**src/sv/lbe_pkg.sv**
```systemverilog
// Shared types and constants for the line buffer editor.
`default_nettype none

package lbe_pkg;

  // Command codes
  localparam logic [2:0] CMD_WRITE = 3'd0;
  localparam logic [2:0] CMD_LEFT  = 3'd1;
  localparam logic [2:0] CMD_RIGHT = 3'd2;
  localparam logic [2:0] CMD_UPPER = 3'd3;
  localparam logic [2:0] CMD_LOWER = 3'd4;
  localparam logic [2:0] CMD_BKSP  = 3'd5;
  localparam logic [2:0] CMD_PRINT = 3'd6;

  // Result kinds
  localparam logic [1:0] KIND_ECHO   = 2'd0;
  localparam logic [1:0] KIND_REDRAW = 2'd1;
  localparam logic [1:0] KIND_PRINT  = 2'd2;
  localparam logic [1:0] KIND_CURSOR = 2'd3;

  // ASCII letter bounds and case offset
  localparam logic [7:0] CH_LOW_A  = 8'h61;
  localparam logic [7:0] CH_LOW_Z  = 8'h7A;
  localparam logic [7:0] CH_UP_A   = 8'h41;
  localparam logic [7:0] CH_UP_Z   = 8'h5A;
  localparam logic [7:0] CASE_DIFF = 8'd32;

  // Line length after reset
  localparam logic [6:0] LEN_RESET = 7'd64;

  typedef struct packed {
    logic [2:0] cmd;
    logic [7:0] char_code;
  } in_req_t;

  typedef struct packed {
    logic [1:0] kind;
    logic [7:0] char_out;
    logic [5:0] column;
    logic [6:0] cursor_pos;
    logic       last;
  } out_res_t;

endpackage

`default_nettype wire

```
**src/sv/lbe_line_mem.sv**
```systemverilog
// Character store: one write port, one registered read port, entries read as zero until written.
`default_nettype none

module lbe_line_mem #(
  parameter int DEPTH = 64,
  parameter int AW    = 6
) (
  input  wire logic          clk,
  input  wire logic          rst_n,
  input  wire logic          wr_en,
  input  wire logic [AW-1:0] wr_addr,
  input  wire logic [7:0]    wr_data,
  input  wire logic          rd_en,
  input  wire logic [AW-1:0] rd_addr,
  output logic      [7:0]    rd_data
);

  logic [7:0]       mem [DEPTH];
  logic [DEPTH-1:0] vld_r;
  logic [7:0]       rd_q_r;
  logic             rd_vld_r;

  // Write the array
  always_ff @(posedge clk) begin
    if (wr_en) begin
      mem[wr_addr] <= wr_data;
    end
  end

  // Mark entries written since reset
  always_ff @(posedge clk) begin
    if (!rst_n) begin
      vld_r <= '0;
    end else if (wr_en) begin
      vld_r[wr_addr] <= 1'b1;
    end
  end

  // Register the read
  always_ff @(posedge clk) begin
    if (rd_en) begin
      rd_q_r   <= mem[rd_addr];
      rd_vld_r <= vld_r[rd_addr];
    end
  end

  // Unwritten entries read as zero
  assign rd_data = rd_vld_r ? rd_q_r : 8'd0;

endmodule

`default_nettype wire

```
**src/sv/line_buffer_editor.sv**
```systemverilog
// Top level: one-line edit buffer with cursor, sequenced over a single character memory.
// Write, left, right, unknown commands and commands with nothing to do give one result
// the cycle after start; a case change reads the cell, then writes it back and registers its result.
// Backspace and print read ahead through the memory's registered port, then give one result per
// cycle (line length minus the stepped-back cursor, or line length); busy stays high until the
// last result is issued, so no new request is taken before then. Reset clears the cursor, sets the line
// length to 64 and makes every cell read as zero. The receiver cannot stall (one-cycle out_valid).
`default_nettype none

module line_buffer_editor #(
  parameter int MAX_LEN = 64
) (
  input  wire logic              clk,
  input  wire logic              rst_n,
  input  wire logic              start,
  output logic                   busy,
  input  wire lbe_pkg::in_req_t  in_req,
  output logic                   out_valid,
  output lbe_pkg::out_res_t      out_res,
  input  wire logic              cfg_valid,
  output logic                   cfg_ready,
  input  wire logic [6:0]        cfg_data
);

  localparam int AW = (MAX_LEN > 1) ? $clog2(MAX_LEN) : 1;
  localparam int CW = $clog2(MAX_LEN + 1);
  localparam int XW = CW + 1;
  localparam int LW = (XW > 7) ? XW : 7;

  localparam logic [1:0] ST_IDLE  = 2'd0;
  localparam logic [1:0] ST_CASE  = 2'd1;
  localparam logic [1:0] ST_SHIFT = 2'd2;
  localparam logic [1:0] ST_PRINT = 2'd3;

  logic [1:0]        state_r, state_nxt;
  logic [CW-1:0]     cursor_r, cursor_nxt;
  logic [CW-1:0]     idx_r, idx_nxt;
  logic [2:0]        cmd_r, cmd_nxt;
  logic [6:0]        len_cfg_r;
  logic              out_valid_r, out_valid_nxt;
  lbe_pkg::out_res_t out_res_r, out_res_nxt;

  logic [CW-1:0] len_l;
  logic [CW-1:0] cur_c;
  logic [CW-1:0] cur_bs;
  logic          cur_lt;
  logic [XW-1:0] idx_p1;
  logic [XW-1:0] idx_p2;
  logic [XW-1:0] bs_p1;
  logic [XW-1:0] len_x;
  logic          accept;

  logic          mem_we;
  logic [AW-1:0] mem_wa;
  logic [7:0]    mem_wd;
  logic          mem_re;
  logic [AW-1:0] mem_ra;
  logic [7:0]    mem_rd;
  logic [7:0]    case_ch;
  logic [7:0]    shift_ch;

  lbe_line_mem #(
    .DEPTH (MAX_LEN),
    .AW    (AW)
  ) u_mem (
    .clk     (clk),
    .rst_n   (rst_n),
    .wr_en   (mem_we),
    .wr_addr (mem_wa),
    .wr_data (mem_wd),
    .rd_en   (mem_re),
    .rd_addr (mem_ra),
    .rd_data (mem_rd)
  );

  // Configuration is always taken
  assign cfg_ready = 1'b1;

  always_ff @(posedge clk) begin
    if (!rst_n) begin
      len_cfg_r <= lbe_pkg::LEN_RESET;
    end else if (cfg_valid && cfg_ready) begin
      len_cfg_r <= cfg_data;
    end
  end

  // Effective length and clamped cursor
  assign len_l  = (LW'(len_cfg_r) > LW'(MAX_LEN)) ? CW'(MAX_LEN) : CW'(len_cfg_r);
  assign cur_c  = (cursor_r > len_l) ? len_l : cursor_r;
  assign cur_lt = (cur_c < len_l);
  assign cur_bs = (cur_c != '0) ? (cur_c - CW'(1)) : cur_c;
  assign bs_p1  = XW'(cur_bs) + XW'(1);
  assign idx_p1 = XW'(idx_r) + XW'(1);
  assign idx_p2 = XW'(idx_r) + XW'(2);
  assign len_x  = XW'(len_l);

  assign busy   = (state_r != ST_IDLE);
  assign accept = start && !busy;

  // Case conversion of the cell under the cursor
  always_comb begin
    case_ch = mem_rd;
    if (cmd_r == lbe_pkg::CMD_UPPER && mem_rd >= lbe_pkg::CH_LOW_A
        && mem_rd <= lbe_pkg::CH_LOW_Z) begin
      case_ch = mem_rd - lbe_pkg::CASE_DIFF;
    end else if (cmd_r == lbe_pkg::CMD_LOWER && mem_rd >= lbe_pkg::CH_UP_A
                 && mem_rd <= lbe_pkg::CH_UP_Z) begin
      case_ch = mem_rd + lbe_pkg::CASE_DIFF;
    end
  end

  // Shift source: next cell, or zero past the end
  assign shift_ch = (idx_p1 < len_x) ? mem_rd : 8'd0;

  // Sequencer
  always_comb begin
    state_nxt     = state_r;
    cursor_nxt    = cursor_r;
    idx_nxt       = idx_r;
    cmd_nxt       = cmd_r;
    out_valid_nxt = 1'b0;
    out_res_nxt   = out_res_r;
    mem_we        = 1'b0;
    mem_wa        = idx_r[AW-1:0];
    mem_wd        = shift_ch;
    mem_re        = 1'b0;
    mem_ra        = idx_p2[AW-1:0];

    case (state_r)
      ST_IDLE: begin
        if (accept) begin
          cursor_nxt             = cur_c;
          cmd_nxt                = in_req.cmd;
          out_valid_nxt          = 1'b1;
          out_res_nxt.kind       = lbe_pkg::KIND_CURSOR;
          out_res_nxt.char_out   = 8'd0;
          out_res_nxt.column     = 6'd0;
          out_res_nxt.last       = 1'b1;
          case (in_req.cmd)
            lbe_pkg::CMD_WRITE: begin
              if (cur_lt) begin
                mem_we               = 1'b1;
                mem_wa               = cur_c[AW-1:0];
                mem_wd               = in_req.char_code;
                cursor_nxt           = cur_c + CW'(1);
                out_res_nxt.kind     = lbe_pkg::KIND_ECHO;
                out_res_nxt.char_out = in_req.char_code;
                out_res_nxt.column   = 6'(cur_c);
              end
            end
            lbe_pkg::CMD_LEFT: begin
              cursor_nxt = cur_bs;
            end
            lbe_pkg::CMD_RIGHT: begin
              if (cur_lt) begin
                cursor_nxt = cur_c + CW'(1);
              end
            end
            lbe_pkg::CMD_UPPER, lbe_pkg::CMD_LOWER: begin
              if (cur_lt) begin
                mem_re        = 1'b1;
                mem_ra        = cur_c[AW-1:0];
                idx_nxt       = cur_c;
                out_valid_nxt = 1'b0;
                state_nxt     = ST_CASE;
              end
            end
            lbe_pkg::CMD_BKSP: begin
              cursor_nxt = cur_bs;
              if (cur_bs < len_l) begin
                mem_re        = (bs_p1 < len_x);
                mem_ra        = bs_p1[AW-1:0];
                idx_nxt       = cur_bs;
                out_valid_nxt = 1'b0;
                state_nxt     = ST_SHIFT;
              end
            end
            lbe_pkg::CMD_PRINT: begin
              if (len_l != '0) begin
                mem_re        = 1'b1;
                mem_ra        = '0;
                idx_nxt       = '0;
                out_valid_nxt = 1'b0;
                state_nxt     = ST_PRINT;
              end
            end
            default: begin
              cursor_nxt = cur_c;
            end
          endcase
          out_res_nxt.cursor_pos = 7'(cursor_nxt);
        end
      end

      ST_CASE: begin
        // Modify the cell and write it back
        mem_we                 = 1'b1;
        mem_wa                 = idx_r[AW-1:0];
        mem_wd                 = case_ch;
        out_valid_nxt          = 1'b1;
        out_res_nxt.kind       = lbe_pkg::KIND_ECHO;
        out_res_nxt.char_out   = case_ch;
        out_res_nxt.column     = 6'(idx_r);
        out_res_nxt.cursor_pos = 7'(cursor_r);
        out_res_nxt.last       = 1'b1;
        state_nxt              = ST_IDLE;
      end

      ST_SHIFT: begin
        // Pull the next cell down one place; read two ahead
        mem_we                 = 1'b1;
        mem_wa                 = idx_r[AW-1:0];
        mem_wd                 = shift_ch;
        out_valid_nxt          = 1'b1;
        out_res_nxt.kind       = lbe_pkg::KIND_REDRAW;
        out_res_nxt.char_out   = shift_ch;
        out_res_nxt.column     = 6'(idx_r);
        out_res_nxt.cursor_pos = 7'(cursor_r);
        out_res_nxt.last       = !(idx_p1 < len_x);
        if (idx_p1 < len_x) begin
          idx_nxt = idx_r + CW'(1);
          mem_re  = (idx_p2 < len_x);
          mem_ra  = idx_p2[AW-1:0];
        end else begin
          state_nxt = ST_IDLE;
        end
      end

      ST_PRINT: begin
        // Emit the cell read last cycle, fetch the next
        out_valid_nxt          = 1'b1;
        out_res_nxt.kind       = lbe_pkg::KIND_PRINT;
        out_res_nxt.char_out   = mem_rd;
        out_res_nxt.column     = 6'(idx_r);
        out_res_nxt.cursor_pos = 7'(cursor_r);
        out_res_nxt.last       = (idx_p1 == len_x);
        if (idx_p1 < len_x) begin
          idx_nxt = idx_r + CW'(1);
          mem_re  = 1'b1;
          mem_ra  = idx_p1[AW-1:0];
        end else begin
          state_nxt = ST_IDLE;
        end
      end

      default: begin
        state_nxt = ST_IDLE;
      end
    endcase
  end

  // Control registers
  always_ff @(posedge clk) begin
    if (!rst_n) begin
      state_r     <= ST_IDLE;
      cursor_r    <= '0;
      out_valid_r <= 1'b0;
    end else begin
      state_r     <= state_nxt;
      cursor_r    <= cursor_nxt;
      out_valid_r <= out_valid_nxt;
    end
  end

  // Payload registers
  always_ff @(posedge clk) begin
    idx_r     <= idx_nxt;
    cmd_r     <= cmd_nxt;
    out_res_r <= out_res_nxt;
  end

  assign out_valid = out_valid_r;
  assign out_res   = out_res_r;

endmodule

`default_nettype wire

```
**config.mk**
```make
export PLATFORM = sky130hd
export DESIGN_NAME = line_buffer_editor
export DESIGN_NICKNAME = d
export VERILOG_FILES = /design/src/sv/lbe_pkg.sv /design/src/sv/lbe_line_mem.sv /design/src/sv/line_buffer_editor.sv
export SDC_FILE = /design/constraint.sdc
export NUM_CORES = 1
export LEC_CHECK = 0
export BUFFER_PORTS_ARGS = -buffer_cell sky130_fd_sc_hd__buf_2
export CORE_UTILIZATION = 57
export CTS_BUF_LIST = sky130_fd_sc_hd__clkbuf_16
export DETAILED_ROUTE_END_ITERATION = 10
export PLACE_DENSITY_LB_ADDON = 0.25
export SYNTH_ARGS = -nofsm -noshare
export SYNTH_HDL_FRONTEND = slang
export SYNTH_SLANG_ARGS = --single-unit
```
**constraint.sdc**
```tcl
create_clock -name clk -period 7.04 [get_ports clk]
set_clock_uncertainty 0.15 [all_clocks]
set_input_delay 0 -clock clk [delete_from_list [all_inputs] [get_ports clk]]
set_output_delay 0 -clock clk [all_outputs]
set_load 0.02 [all_outputs]
```
==> reports/results.tsv <==
stage	metric	value	unit
outcome	status	complete, no violations	
clock_tree	clock-sinks	636	
timing	relSlewSlack	0.255	
logic_synthesis	synth_edf_count	555	
hold_path	whs_path_depth	3	
logic_synthesis	avgSynthCellArea	12.7	um^2
grt	use_met3	0.0636	
layout	register_area	18300	um^2
drt	wl	78200	um
timing	max_freq	147	MHz
logic_synthesis	synth_nets	2291	
timing	fin_hold_ws	0.0970	ns
critical_path	worstSetupStartpointType	flip-flop	
clock_tree	cts_tree	yes	
drt	vias	19800	
layout	syn_to_final_growth	16.1	%
floorplan	start_util	0.577	
timing	post-route-min-period	6.82	ns
hold_path	hp-class	in -> reg	
critical_path	worstSetupEndpointType	flip-flop	
grt	grt_pass1_wl	116000	um
grt	grt_pass1_vias	18900	
critical_path	r2r_start	len_cfg_r[6]$_SDFFE_PN1P_	
grt	track_usage	0.310	
layout	final_nets	2479	
layout	multi_input_area	9400	um^2
floorplan	die_h	224	um
floorplan	io_pins	49	
floorplan	core	48800	um^2
clock_tree	clk_pin_slew	0.07	ns
power	p_per_area	538	nW/um^2
timing	finalHoldViolCount	0	
power	leakage	12.1	nW
floorplan	dieWidth	224	um
critical_path	timing.setup.critical_path_class	reg -> reg	
critical_path	crit_fanout	24	
drt	wire_per_inst	25.1	um
clock_tree	numCtsBuffers	60	
placed_design	gp_congestion	1.00	
floorplan	num_rows	81	
timing	slew_viol_final	0	
drt	antenna_left	0	
power	peakVddDrop	337	uV
logic_synthesis	async_flop_share	0	
layout	drive_gt1_frac	0.154	
placed_design	io_buffers	47	
grt	grt_max_degree	82	
clock_tree	h-tree-depth	2	
logic_synthesis	ys_types	88	
timing	final-setup-viol-count	0	
critical_path	crit_path_start	len_cfg_r[6]$_SDFFE_PN1P_	
timing	min_period_over_period	0.968	
grt	antenna_found_initial	1	
critical_path	r2r_setup_slack	0.22	ns
clock_tree	ctsLongestPathBuffers	3	
placed_design	hpwl	51400	um
grt	grt_use_met2	0.480	
run	cap_violations	0	
drt	first_pass_iters	8	
layout	fillCellCount	3550	
layout	final_util	0.670	
logic_synthesis	seq_area_frac_synth	0.649	
critical_path	worstSetupEndpoint	u_mem.rd_q_r[1]$_DFFE_PP_	
drt	drc_errors	0	
logic_synthesis	netlist_area	28200	um^2
critical_path	r2r-end	u_mem.rd_q_r[1]$_DFFE_PP_	
logic_synthesis	yosysTopAreaCell	edfxtp_1	
logic_synthesis	syn-instance-count	2216	
clock_tree	clock_latency	0.64	ns
logic_synthesis	synth_top_area_frac	0.591	
clock_tree	cts_root_buf	clkbuf_16	
grt	top_usage_layer	met2	
timing	tightest_slew	1.12	ns
logic_synthesis	synth_ff_type	edfxtp_1	
logic_synthesis	ys_warn_count	0	
critical_path	rr_worst_depth	26	
drt	dr.first_iter.drc_count	2586	
floorplan	die-area	50400	um^2
critical_path	worstPathRequired	7.25	ns
grt	met1_usage	0.431	
logic_synthesis	ys_ff_latch	636	
drt	drt-vias-per-instance	6.35	
timing	rsz0062_at_grt	false	
critical_path	crit_arrival	7.02	ns
logic_synthesis	ys_top_cells_by_area	edfxtp_1 (59%), dfxtp_1 (5.8%), mux2i_1 (5.6%), nand2_1 (5.0%), ha_1 (2.4%)	
grt	grt_overflow	0	
==> critical path, cell delays in order, from the launching register on <==
cell and delay (ns):
dfxtp_4 0.44, clkinvlp_4 0.20, ha_1 0.34, a21oi_1 0.23
a21bo_2 0.29, o21ai_4 0.22, o21ai_0 0.19, inv_2 0.19
ha_1 0.20, buf_4 0.15, nand2_1 0.07, xnor2_1 0.28
and2_1 0.35, ha_1 0.33, and4_1 0.20, o21ai_1 0.23
o21ai_0 0.22, nor2_1 0.12, a221oi_1 0.08, a221o_1 0.37
nand2_2 0.26, and2_4 0.44, buf_12 0.21, a32o_1 0.25
nor3_1 0.06, a31oi_1 0.31, nand4_1 0.13
==> cell type report <==
type,count,area share
Antenna cell,1,0.0000765
Tap cell,664,0.0254
Clock buffer,60,0.0459
Timing Repair Buffer,247,0.0611
Sequential cell,636,0.559
Multi-Input combinational cell,1428,0.287
Inverter,31,0.00367
Clock inverter,52,0.0178
==> logic make-up (layout without fill, tap and decap cells) <==
group,Yosys count,in the layout,share of synthesized area
flops,636,636,0.649
other cells,1,2,0.000133
buf+inv,153,390,0.0248
compound gates,430,430,0.118
xor+xnor,21,21,0.00679
mux,164,164,0.0590
fa+ha+maj,53,53,0.0235
simple gates,758,759,0.119
==> routing by layer <==
layer  share of wire  wire length [um]
met1            0.40             31400
met2            0.46             35700
met3            0.10              7850
met4           0.042              3270
met5               0                 0
==> synthesized netlist by cell type (all sizes together), types with 35 or more instances <==
cell,count
edfxtp,555
nand2,376
mux2i,159
nor2,145
dfxtp,81
nand3,79
o21a,69
buf,67
clkbuf,55
o21ai,54
ha,53
a21oi,47
a32o,45
a32oi,39
and3,35
==> worst min-delay path by stage <==
stage	startpoint	end	slack (ns)
after floorplan	in_req[8]	cmd_r[0]$_DFFE_PP_	-0.05
after global placement	cfg_data[6]	len_cfg_r[6]$_SDFFE_PN1P_	0.09
after detailed placement	cfg_data[6]	len_cfg_r[6]$_SDFFE_PN1P_	0.1
after CTS	in_req[4]	out_res[18]$_DFFE_PN_	0.06
after global routing	in_req[4]	out_res[18]$_DFFE_PN_	0.08
final	in_req[4]	out_res[18]$_DFFE_PN_	0.1
==> where the power goes <==
part	internal (mW)	switching (mW)
clock	1.96	1.41
combinational	3.20	5.96
sequential	4.89	0.175
total	10.1	7.55
==> through the flow <==
step	setup slack (ns)	TNS, ns	power [mW]	std cells	instance area [um^2]
after floorplan	0.506	0	10.7	2216	28200
after global placement	0.0478	0	13.7	2952	30000
after detailed placement	-0.274	-1.10	13.8	2952	30000
after CTS	0.000265	0	17.3	3109	32600
after global routing	0.00211	0	18.3	3118	32700
final	0.222	0	17.6	3119	32700
==> cell usage in the layout, fill, tap and decap left out, types with 41 or more instances in the layout <==
| cell | count |
|---|---|
| o21a_1 | 67 |
| clkbuf_16 | 61 |
| nand2_1 | 375 |
| nand3_1 | 77 |
| ha_1 | 53 |
| dlygate4sd3_1 | 41 |
| a21oi_1 | 45 |
| buf_4 | 147 |
| buf_2 | 46 |
| mux2i_1 | 157 |
| a32o_1 | 45 |
| nor2_1 | 141 |
| edfxtp_1 | 555 |
| dfxtp_1 | 80 |
==> sequential cells by signal, summed over array words and instances (netlist names) <==
| name | cells |
|---|---|
| cmd_r | 3 |
| cursor_r | 7 |
| idx_r | 7 |
| len_cfg_r | 7 |
| out_res | 24 |
| out_valid | 1 |
| state_r | 2 |
| u_mem.mem | 512 |
| u_mem.rd_q_r | 8 |
| u_mem.rd_vld_r | 1 |
| u_mem.vld_r | 64 |
==> repair_timing <==
item                                   4_1_cts  5_1_grt
setup endpoints to repair                    9        9
cloned                                       1        1
buffers inserted                             3        8
endpoints found under the hold margin      200        0
pin swaps                                    2        1
hold buffers                                41        0
gates resized for setup                     18       14
Power figures use the tool's default switching activity.
